## config.mk

```make
export PLATFORM = sky130hd
export DESIGN_NAME = free_list_pool_allocator
export DESIGN_NICKNAME = d
export VERILOG_FILES = /design/src/flpa_pkg.sv /design/src/flpa_ctrl.sv /design/src/flpa_dp.sv /design/src/free_list_pool_allocator.sv
export SDC_FILE = /design/constraint.sdc
export NUM_CORES = 2
export LEC_CHECK = 0
export ABC_AREA = 1
export BUFFER_PORTS_ARGS = -buffer_cell sky130_fd_sc_hd__buf_4
export CAP_MARGIN = 30
export CORE_MARGIN = 1
export CORE_UTILIZATION = 54
export DETAILED_ROUTE_END_ITERATION = 8
export MAX_ROUTING_LAYER = met4
export PLACE_DENSITY = 0.72
export RECOVER_POWER = 100
export SETUP_SLACK_MARGIN = 0.02
export SLEW_MARGIN = 20
export SYNTH_ARGS = -nofsm -noshare
export SYNTH_HDL_FRONTEND = slang
export SYNTH_SLANG_ARGS = --single-unit
```

## constraint.sdc

```tcl
create_clock -name aclk -period 8.7 [get_ports aclk]
set_input_delay 0.435 -clock aclk [delete_from_list [all_inputs] [get_ports aclk]]
set_output_delay 0.435 -clock aclk [all_outputs]
set_load 0.01 [all_outputs]
```

## src/flpa_pkg.sv

```systemverilog
// Shared types, codes and constants for the free list pool allocator.
package flpa_pkg;

    localparam int POOL_SIZE = 256;
    localparam int SLOT_W    = 8;
    localparam int CAP_W     = 9;
    localparam int NB_W      = 16;
    localparam int OFS_W     = 24;
    localparam int CFG_IDX_W = 2;
    localparam int CFG_DAT_W = 16;

    localparam logic [CAP_W-1:0] POOL_CAP = CAP_W'(POOL_SIZE);

    localparam logic FUNC_RESERVE = 1'b0;
    localparam logic FUNC_FREE    = 1'b1;

    localparam logic [CFG_IDX_W-1:0] CFG_INITIAL_CAPACITY = 2'd0;
    localparam logic [CFG_IDX_W-1:0] CFG_NODE_BYTES       = 2'd1;

    localparam logic [CAP_W-1:0] RESET_CAPACITY = 9'd16;
    localparam logic [NB_W-1:0]  RESET_NODE_BYTES = 16'd16;

    typedef enum logic [1:0] {
        ST_GRANTED   = 2'd0,
        ST_FREED     = 2'd1,
        ST_EXHAUSTED = 2'd2
    } status_t;

    typedef enum logic {
        CTL_IDLE = 1'b0,
        CTL_LINK = 1'b1
    } ctl_state_t;

    // controller to datapath
    typedef struct packed {
        logic accept;     // request taken this cycle
        logic list_pop;   // reserve served from the free list
        logic take_link;  // load the new head from the link read
        logic a_move;     // result stage moves into the output register
    } flpa_cmd_t;

    // datapath to controller
    typedef struct packed {
        logic free_valid;
        logic a_valid;
        logic m_valid;
    } flpa_stat_t;

endpackage

```

## src/flpa_ctrl.sv

```systemverilog
// Controller: request handshake and the wait for the free list link read.
module flpa_ctrl import flpa_pkg::*; (
    input  logic       aclk,
    input  logic       aresetn,
    input  logic       s_valid,
    input  logic       s_func,
    input  logic       m_ready,
    input  flpa_stat_t stat,
    output logic       s_ready,
    output flpa_cmd_t  cmd
);

    ctl_state_t state_reg, state_next;

    always_ff @(posedge aclk) begin
        if (!aresetn) begin
            state_reg <= CTL_IDLE;
        end else begin
            state_reg <= state_next;
        end
    end

    always_comb begin
        state_next = state_reg;
        case (state_reg)
            CTL_IDLE: begin
                if (cmd.list_pop) begin
                    state_next = CTL_LINK;
                end
            end
            CTL_LINK: state_next = CTL_IDLE;
            default:  state_next = CTL_IDLE;
        endcase
    end

    always_comb begin
        cmd.a_move    = stat.a_valid && (!stat.m_valid || m_ready);
        s_ready       = 1'b0;
        cmd.take_link = 1'b0;
        case (state_reg)
            CTL_IDLE: s_ready       = !stat.a_valid || cmd.a_move;
            CTL_LINK: cmd.take_link = 1'b1;
            default: begin
                s_ready       = 1'b0;
                cmd.take_link = 1'b0;
            end
        endcase
        cmd.accept   = s_valid && s_ready;
        cmd.list_pop = cmd.accept && (s_func == FUNC_RESERVE) && stat.free_valid;
    end

    a_link_follows_pop: assert property (@(posedge aclk) disable iff (!aresetn)
        cmd.take_link |-> $past(cmd.list_pop))
        else $error("link load without a preceding free list pop");

    a_no_accept_in_link: assert property (@(posedge aclk) disable iff (!aresetn)
        cmd.take_link |-> !cmd.accept)
        else $error("request accepted while the head is being reloaded");

    a_ready_needs_room: assert property (@(posedge aclk) disable iff (!aresetn)
        s_ready |-> (!stat.a_valid || cmd.a_move))
        else $error("ready raised with the result stage blocked");

endmodule

```

## src/flpa_dp.sv

```systemverilog
// Datapath: free list head, link memory, fresh watermark, capacity and result stages.
module flpa_dp import flpa_pkg::*; (
    input  logic                 aclk,
    input  logic                 aresetn,
    input  flpa_cmd_t            cmd,
    input  logic                 s_func,
    input  logic [SLOT_W-1:0]    s_slot,
    input  logic                 m_ready,
    input  logic                 cfg_wr_en,
    input  logic [CFG_IDX_W-1:0] cfg_index,
    input  logic [CFG_DAT_W-1:0] cfg_data,
    output flpa_stat_t           stat,
    output logic                 m_valid,
    output logic [1:0]           m_status,
    output logic [SLOT_W-1:0]    m_granted_slot,
    output logic [OFS_W-1:0]     m_byte_offset,
    output logic [CAP_W-1:0]     m_capacity_now
);

    function automatic logic [CAP_W-1:0] start_capacity(input logic [CAP_W-1:0] c);
        logic [CAP_W-1:0] r;
        r = c;
        if (c == '0) begin
            r = CAP_W'(1);
        end else if (c > POOL_CAP) begin
            r = POOL_CAP;
        end
        return r;
    endfunction

    // link entry: {next valid, next slot}
    logic [SLOT_W:0] link_mem [POOL_SIZE];
    logic [SLOT_W:0] link_rd_reg;

    logic [SLOT_W-1:0] head_reg, head_next;
    logic              free_valid_reg, free_valid_next;
    logic [CAP_W-1:0]  fresh_reg, fresh_next;
    logic [CAP_W-1:0]  enabled_reg, enabled_next;
    logic [NB_W-1:0]   node_bytes_reg;

    logic              a_valid_reg;
    status_t           a_status_reg, a_status_next;
    logic [SLOT_W-1:0] a_granted_reg, a_granted_next;
    logic [CAP_W-1:0]  a_cap_reg;

    logic              m_valid_reg;
    status_t           m_status_reg;
    logic [SLOT_W-1:0] m_granted_reg;
    logic [OFS_W-1:0]  m_offset_reg;
    logic [CAP_W-1:0]  m_cap_reg;

    logic             link_we;
    logic [CAP_W:0]   inc_sum;
    logic [CAP_W:0]   grown_sum;
    logic [CAP_W-1:0] grown;
    logic [CAP_W-1:0] cap_work;

    assign link_we = cmd.accept && (s_func == FUNC_FREE) && ({1'b0, s_slot} < fresh_reg);

    always_comb begin
        inc_sum   = {1'b0, enabled_reg} + (CAP_W+1)'(1);
        grown_sum = {1'b0, enabled_reg} + (inc_sum >> 1);
        grown     = (grown_sum > {1'b0, POOL_CAP}) ? POOL_CAP : grown_sum[CAP_W-1:0];
    end

    always_comb begin
        head_next       = head_reg;
        free_valid_next = free_valid_reg;
        fresh_next      = fresh_reg;
        enabled_next    = enabled_reg;
        a_status_next   = ST_FREED;
        a_granted_next  = '0;
        cap_work        = enabled_reg;
        if (cmd.take_link) begin
            head_next       = link_rd_reg[SLOT_W-1:0];
            free_valid_next = link_rd_reg[SLOT_W];
        end else if (cmd.accept) begin
            if (s_func == FUNC_FREE) begin
                if (link_we) begin
                    head_next       = s_slot;
                    free_valid_next = 1'b1;
                end
            end else if (free_valid_reg) begin
                a_status_next  = ST_GRANTED;
                a_granted_next = head_reg;
            end else begin
                // grow once the watermark reaches the enabled capacity
                if ((fresh_reg >= enabled_reg) && (enabled_reg != POOL_CAP)) begin
                    cap_work = grown;
                end
                enabled_next = cap_work;
                if (fresh_reg < cap_work) begin
                    a_status_next  = ST_GRANTED;
                    a_granted_next = fresh_reg[SLOT_W-1:0];
                    fresh_next     = fresh_reg + CAP_W'(1);
                end else begin
                    a_status_next = ST_EXHAUSTED;
                end
            end
        end
    end

    always_ff @(posedge aclk) begin
        if (link_we) begin
            link_mem[s_slot] <= {free_valid_reg, head_reg};
        end else if (cmd.list_pop) begin
            // drop the link of the slot being handed out
            link_mem[head_reg] <= '0;
        end
        if (cmd.list_pop) begin
            link_rd_reg <= link_mem[head_reg];
        end
    end

    always_ff @(posedge aclk) begin
        if (!aresetn) begin
            head_reg       <= '0;
            free_valid_reg <= 1'b0;
            fresh_reg      <= '0;
            enabled_reg    <= RESET_CAPACITY;
            node_bytes_reg <= RESET_NODE_BYTES;
        end else if (cfg_wr_en && (cfg_index == CFG_INITIAL_CAPACITY)) begin
            // reinitialize the pool
            free_valid_reg <= 1'b0;
            fresh_reg      <= '0;
            enabled_reg    <= start_capacity(cfg_data[CAP_W-1:0]);
        end else begin
            head_reg       <= head_next;
            free_valid_reg <= free_valid_next;
            fresh_reg      <= fresh_next;
            enabled_reg    <= enabled_next;
            if (cfg_wr_en && (cfg_index == CFG_NODE_BYTES)) begin
                node_bytes_reg <= cfg_data[NB_W-1:0];
            end
        end
    end

    always_ff @(posedge aclk) begin
        if (!aresetn) begin
            a_valid_reg <= 1'b0;
            m_valid_reg <= 1'b0;
        end else begin
            if (cmd.accept) begin
                a_valid_reg <= 1'b1;
            end else if (cmd.a_move) begin
                a_valid_reg <= 1'b0;
            end
            if (cmd.a_move) begin
                m_valid_reg <= 1'b1;
            end else if (m_ready) begin
                m_valid_reg <= 1'b0;
            end
        end
    end

    always_ff @(posedge aclk) begin
        if (cmd.accept) begin
            a_status_reg  <= a_status_next;
            a_granted_reg <= a_granted_next;
            a_cap_reg     <= enabled_next;
        end
        if (cmd.a_move) begin
            m_status_reg  <= a_status_reg;
            m_granted_reg <= a_granted_reg;
            // granted is zero for frees and exhausted answers, so the product is too
            m_offset_reg  <= OFS_W'(a_granted_reg * node_bytes_reg);
            m_cap_reg     <= a_cap_reg;
        end
    end

    assign stat.free_valid = free_valid_reg;
    assign stat.a_valid    = a_valid_reg;
    assign stat.m_valid    = m_valid_reg;

    assign m_valid        = m_valid_reg;
    assign m_status       = m_status_reg;
    assign m_granted_slot = m_granted_reg;
    assign m_byte_offset  = m_offset_reg;
    assign m_capacity_now = m_cap_reg;

    a_fresh_within_cap: assert property (@(posedge aclk) disable iff (!aresetn)
        fresh_reg <= enabled_reg)
        else $error("fresh watermark above enabled capacity");

    a_cap_range: assert property (@(posedge aclk) disable iff (!aresetn)
        (enabled_reg != '0) && (enabled_reg <= POOL_CAP))
        else $error("enabled capacity out of range");

    a_nongrant_zero: assert property (@(posedge aclk) disable iff (!aresetn)
        (m_valid_reg && (m_status_reg != ST_GRANTED)) |->
            ((m_granted_reg == '0) && (m_offset_reg == '0)))
        else $error("non-grant result carries a slot or offset");

endmodule

```

## src/free_list_pool_allocator.sv

```systemverilog
// Top level of the free list pool allocator: controller plus datapath.
// Hands out slots of a 256-entry pool, reusing freed slots last-in first-out,
// then never-used slots in ascending order, growing the enabled capacity by
// half (rounded up) when it runs out. A reserve served from the free list
// keeps the block busy in the link state while the registered read of the link
// memory yields the new list head; frees, fresh reserves and exhausted
// answers do not. Each result passes through the result stage, then the
// slot times node bytes product register, and the next request can be
// accepted while a result waits on m_ready. The link memory needs no
// clearing after reset. Write configuration only while no request is in
// flight; writing initial_capacity empties the pool.
module free_list_pool_allocator import flpa_pkg::*; (
    input  logic                 aclk,
    input  logic                 aresetn,
    input  logic                 cfg_wr_en,
    input  logic [CFG_IDX_W-1:0] cfg_index,
    input  logic [CFG_DAT_W-1:0] cfg_data,
    input  logic                 s_valid,
    output logic                 s_ready,
    input  logic                 s_func,
    input  logic [SLOT_W-1:0]    s_slot,
    output logic                 m_valid,
    input  logic                 m_ready,
    output logic [1:0]           m_status,
    output logic [SLOT_W-1:0]    m_granted_slot,
    output logic [OFS_W-1:0]     m_byte_offset,
    output logic [CAP_W-1:0]     m_capacity_now
);

    flpa_cmd_t  cmd;
    flpa_stat_t stat;

    flpa_ctrl u_ctrl (
        .aclk    (aclk),
        .aresetn (aresetn),
        .s_valid (s_valid),
        .s_func  (s_func),
        .m_ready (m_ready),
        .stat    (stat),
        .s_ready (s_ready),
        .cmd     (cmd)
    );

    flpa_dp u_dp (
        .aclk           (aclk),
        .aresetn        (aresetn),
        .cmd            (cmd),
        .s_func         (s_func),
        .s_slot         (s_slot),
        .m_ready        (m_ready),
        .cfg_wr_en      (cfg_wr_en),
        .cfg_index      (cfg_index),
        .cfg_data       (cfg_data),
        .stat           (stat),
        .m_valid        (m_valid),
        .m_status       (m_status),
        .m_granted_slot (m_granted_slot),
        .m_byte_offset  (m_byte_offset),
        .m_capacity_now (m_capacity_now)
    );

endmodule

```

==> summary.md <==
| Metric | Value |
|---|---|
| GR met2 Demand/Resource | `between 40% and 50%` |
| M1 GR Usage | `between 30% and 40%` |
| Worst reg2reg startpoint | `u_dp.head_reg[0]$_SDFFE_PN0P_` |
| P&R area growth vs syn | `9.89%` |
| Worst endpoint data arrival time | `between 7 and 8 ns` |
| CP max FO | `157` |
| Seq/Total Area, Yosys | `71.4%` |
| Top_reg_cell synth | `edfxtp_1` |
| Die Width | `between 400 and 500 um` |
| R2R setup slack | `1.58 ns` |
| Maximum vdd drop | `roughly 0.26 mV` |
| First-pass GRT wire length | `slightly below 400000 um` |
| Req. time, crit path | `9.18 ns` |
| FF-to-FF End | `u_dp.link_mem[91][1]$_DFFE_PP_` |
| Biggest area consumer among synthesized cells | `edfxtp_1` |
| Detailed Routing Iterations Pass 1 | `6` |
| Starting Density | `a little over half` |
| Minimum clock period | `a little over 7 ns` |
| DRT antenna net count | `0` |
| Post-synth net total | `8558` |
| Final Skew | `around 0.042 ns` |
| Final net count | `between 8k and 9k` |
| Worst setup path class | `reg -> reg` |
| Port bufs | `76` |
| RSZ-0062 raised after global routing | `false` |
| CP endpoint kind | `flip-flop` |
| Met3 GRT Util | `5.26%` |
| Post-synth EDFFs | `around 2.4k` |
| Failing checks | `max-capacitance violations, max-slew violations` |
| I/O pin total | `77` |
| Worst hold endpoint | `u_dp.enabled_reg[7]$_SDFF_PN0_` |
| Hold depth | `4` |
| Static Leak | `between 30 and 40 nW` |
| Post-synth top cells | `edfxtp_1 (2375), nor2_1 (1478), o21ai_0 (1208), nand2_1 (871), o22ai_1 (583)` |
| Fillers | `14.1k` |
| FP Rows | `about 160` |
| Initial drt markers | `just under 10k` |
| CTS H-tree depth | `4` |
| Busiest grt layer | `met2` |
| Synth top area share | `70.5%` |
| TritonCTS clock tree | `done` |
| Endpoints failing hold | `0` |
| Largest net degree at the start of global routing | `~220` |
| Count of final setup violators | `0` |
| Core area | `0.186 mm^2` |
| Multi-input gate area in the final layout | `between 0.02 and 0.03 mm^2` |
| Count leader, synth | `edfxtp_1` |
| TritonCTS buffer count | `around 230` |
| Max cap viols | `22` |
| Clock Sinks | `around 2.4k` |
| Number of global-route vias before repair | `around 65k` |
| Mean routed wirelength per cell | `~24 um` |
| Relative slew margins | `-237%` |
| Detailed placement HPWL | `144000 um` |
| Slew Limit Fails | `between 1k and 1.5k` |
| Run status | `finished, violations left` |
| Synth async-reset ratio | `0%` |
| Mapped Cells | `approximately 8.4k` |
| Actual slew at the worst max-slew pin | `5.05 ns` |
| Routability congestion estimate | `approximately 0.9` |
| Worst-Skew Late Latency | `slightly below 0.9 ns` |
| Initial antenna violation count | `5` |
| Vias per cell | `6.23` |
| Worst hold slack | `roughly 0.057 ns` |
| Max Root-Sink Buffers | `3` |
| CP startpoint kind | `flip-flop` |
| Yosys warns | `0` |
| Dominant cells by area after synthesis | `edfxtp_1 (71%), o21ai_0 (6.0%), nor2_1 (5.5%), o22ai_1 (3.6%), nand2_1 (3.2%)` |
| Die height | `roughly 430 um` |
| GR Overflow Total | `0` |
| FMAX | `~0.14 GHz` |
| Worst Hold Launch | `cfg_index[0]` |
| Mapped cell area | `about 0.10 mm^2` |
| Final wirelength | `between 200000 and 300000 um` |
| R2R depth | `7` |
| Drc violations | `0` |
| Worst Hold Class | `in -> reg` |
| Syn avg cell area | `12.1 um^2` |
| Pwr dens | `220 mW/mm^2` |
| Total global-route track usage | `about 28%` |
| Synth cell types | `46` |
| Post-cts sizing count | `0` |
| Vias | `68.0k` |
| Largest register FFs | `between 2k and 2.5k` |
| CTS root buf | `clkbuf_16` |
| Reg area | `around 0.072 mm^2` |
| Layout cells sized above 1 | `5.57%` |
| CTS clk-pin slew, worst paths | `~0.060 ns` |
| Fin crit share | `about 80%` |
| Die footprint | `0.189 mm^2` |
| #FFs+latches synth | `roughly 2.4k` |
| Post-Route Setup TNS | `0 ns` |
routing by layer:
| layer | vias to the layer above | wire [um] |
|---|---|---|
| met1 | 33300 | 102000 |
| met4 | 0 | 10700 |
| li1 | 30000 | - |
| met2 | 4153 | 122000 |
| met3 | 571 | 29800 |
| met5 | - | 0 |
what timing repair did:
action                    4_1_cts  5_1_grt
hold buffers                   37        0
buffers inserted                0        0
hold endpoints to repair       35        0
stage by stage:
step           total power [mW]  setup WS (ns)  utilization (%)  cell area [um^2]  cells
3_3_place_gp               14.6           3.51             55.6            103000  10400
5_1_grt                    25.1           1.56             59.8            111000  10900
2_1_floorplan              14.1          0.198                -            101000   8360
6_report                   24.5           1.58             59.8            111000  10900
3_5_place_dp               14.6           3.40             55.7            104000  10400
4_1_cts                    24.5           3.39             60.0            111000  10900
layout by cell type, fill, tap and decap left out, types with 6 or more instances in the layout:
| cell type | synthesis | routed |
|---|---|---|
| edfxtp_1 | 2375 | 2375 |
| nor2_1 | 1478 | 1478 |
| o21ai_0 | 1208 | 1210 |
| nand2_1 | 871 | 881 |
| nand3_1 | 580 | 583 |
| o22ai_1 | 583 | 583 |
| inv_1 | 235 | 231 |
| clkbuf_16 | 0 | 229 |
| clkbuf_1 | 410 | 133 |
| fa_1 | 85 | 85 |
| ha_1 | 81 | 81 |
| a21oi_1 | 76 | 75 |
| buf_4 | 5 | 68 |
| clkinv_1 | 1 | 51 |
| clkinv_2 | 0 | 49 |
| dfxtp_1 | 46 | 41 |
| dlygate4sd3_1 | 0 | 37 |
| bufinv_16 | 0 | 31 |
| xor2_1 | 24 | 24 |
| nand4_1 | 22 | 22 |
| buf_12 | 0 | 16 |
| nand2_2 | 22 | 12 |
| a31oi_1 | 11 | 11 |
| nor3_1 | 6 | 10 |
| or2_1 | 9 | 9 |
| clkinvlp_4 | 0 | 8 |
| xnor2_1 | 7 | 7 |
| buf_16 | 0 | 7 |
| nor4_1 | 6 | 6 |
| o21ai_2 | 8 | 6 |
worst max path at each step:
| stage | from | endpoint | depth (start not counted) |
|---|---|---|---|
| floorplan | m_ready | u_dp.link_mem[0][0]$_DFFE_PP_ | 10 |
| global placement | u_dp.a_granted_reg[2]$_SDFFCE_PN0P_ | u_dp.m_byte_offset[18]$_DFFE_PP_ | 17 |
| detailed placement | u_dp.a_granted_reg[2]$_SDFFCE_PN0P_ | u_dp.m_byte_offset[18]$_DFFE_PP_ | 17 |
| CTS | u_dp.a_granted_reg[2]$_SDFFCE_PN0P_ | u_dp.m_byte_offset[18]$_DFFE_PP_ | 17 |
| global route | u_ctrl.state_reg$_SDFF_PP0_ | u_dp.link_mem[135][3]$_DFFE_PP_ | 9 |
| finish | u_dp.head_reg[0]$_SDFFE_PN0P_ | u_dp.link_mem[91][1]$_DFFE_PP_ | 7 |
final cells by class:
type	count	area share, %
clock buffer	269	5.33
sequential	2421	65.0
tap	2480	2.79
antenna	5	0.0113
clock inverter	150	1.44
multi-input combinational	5109	23.0
timing repair buffer	229	1.61
inverter	242	0.850
cell families (layout without fill, tap and decap cells):
family          Yosys count  after routing  synth area share, %
simple gates           3010           3010                 12.1
flops                  2421           2421                 71.4
compound gates         1902           1902                 10.2
buf+inv                 830            890                 3.27
fa+ha+maj               166            166                 2.68
xor+xnor                 31             31                0.268
other cells               0              5                    0
critical path, stage by stage, from the launching register on:
cell and delay [ns]:
dfxtp_1 2.19, inv_8 0.93, nand2_1 0.28, o21ai_0 0.22, nor3_1 0.44, nand2_1 0.89, clkbuf_1 0.76, nor2_1 0.96
power by group:
group	internal, mW	leakage (nW)	switching [mW]
Sequential	12.8	24.2	0.0554
Combinational	0.413	11.9	1.13
Clock	5.76	3.69	4.29
(Power assumes the default switching activity.)
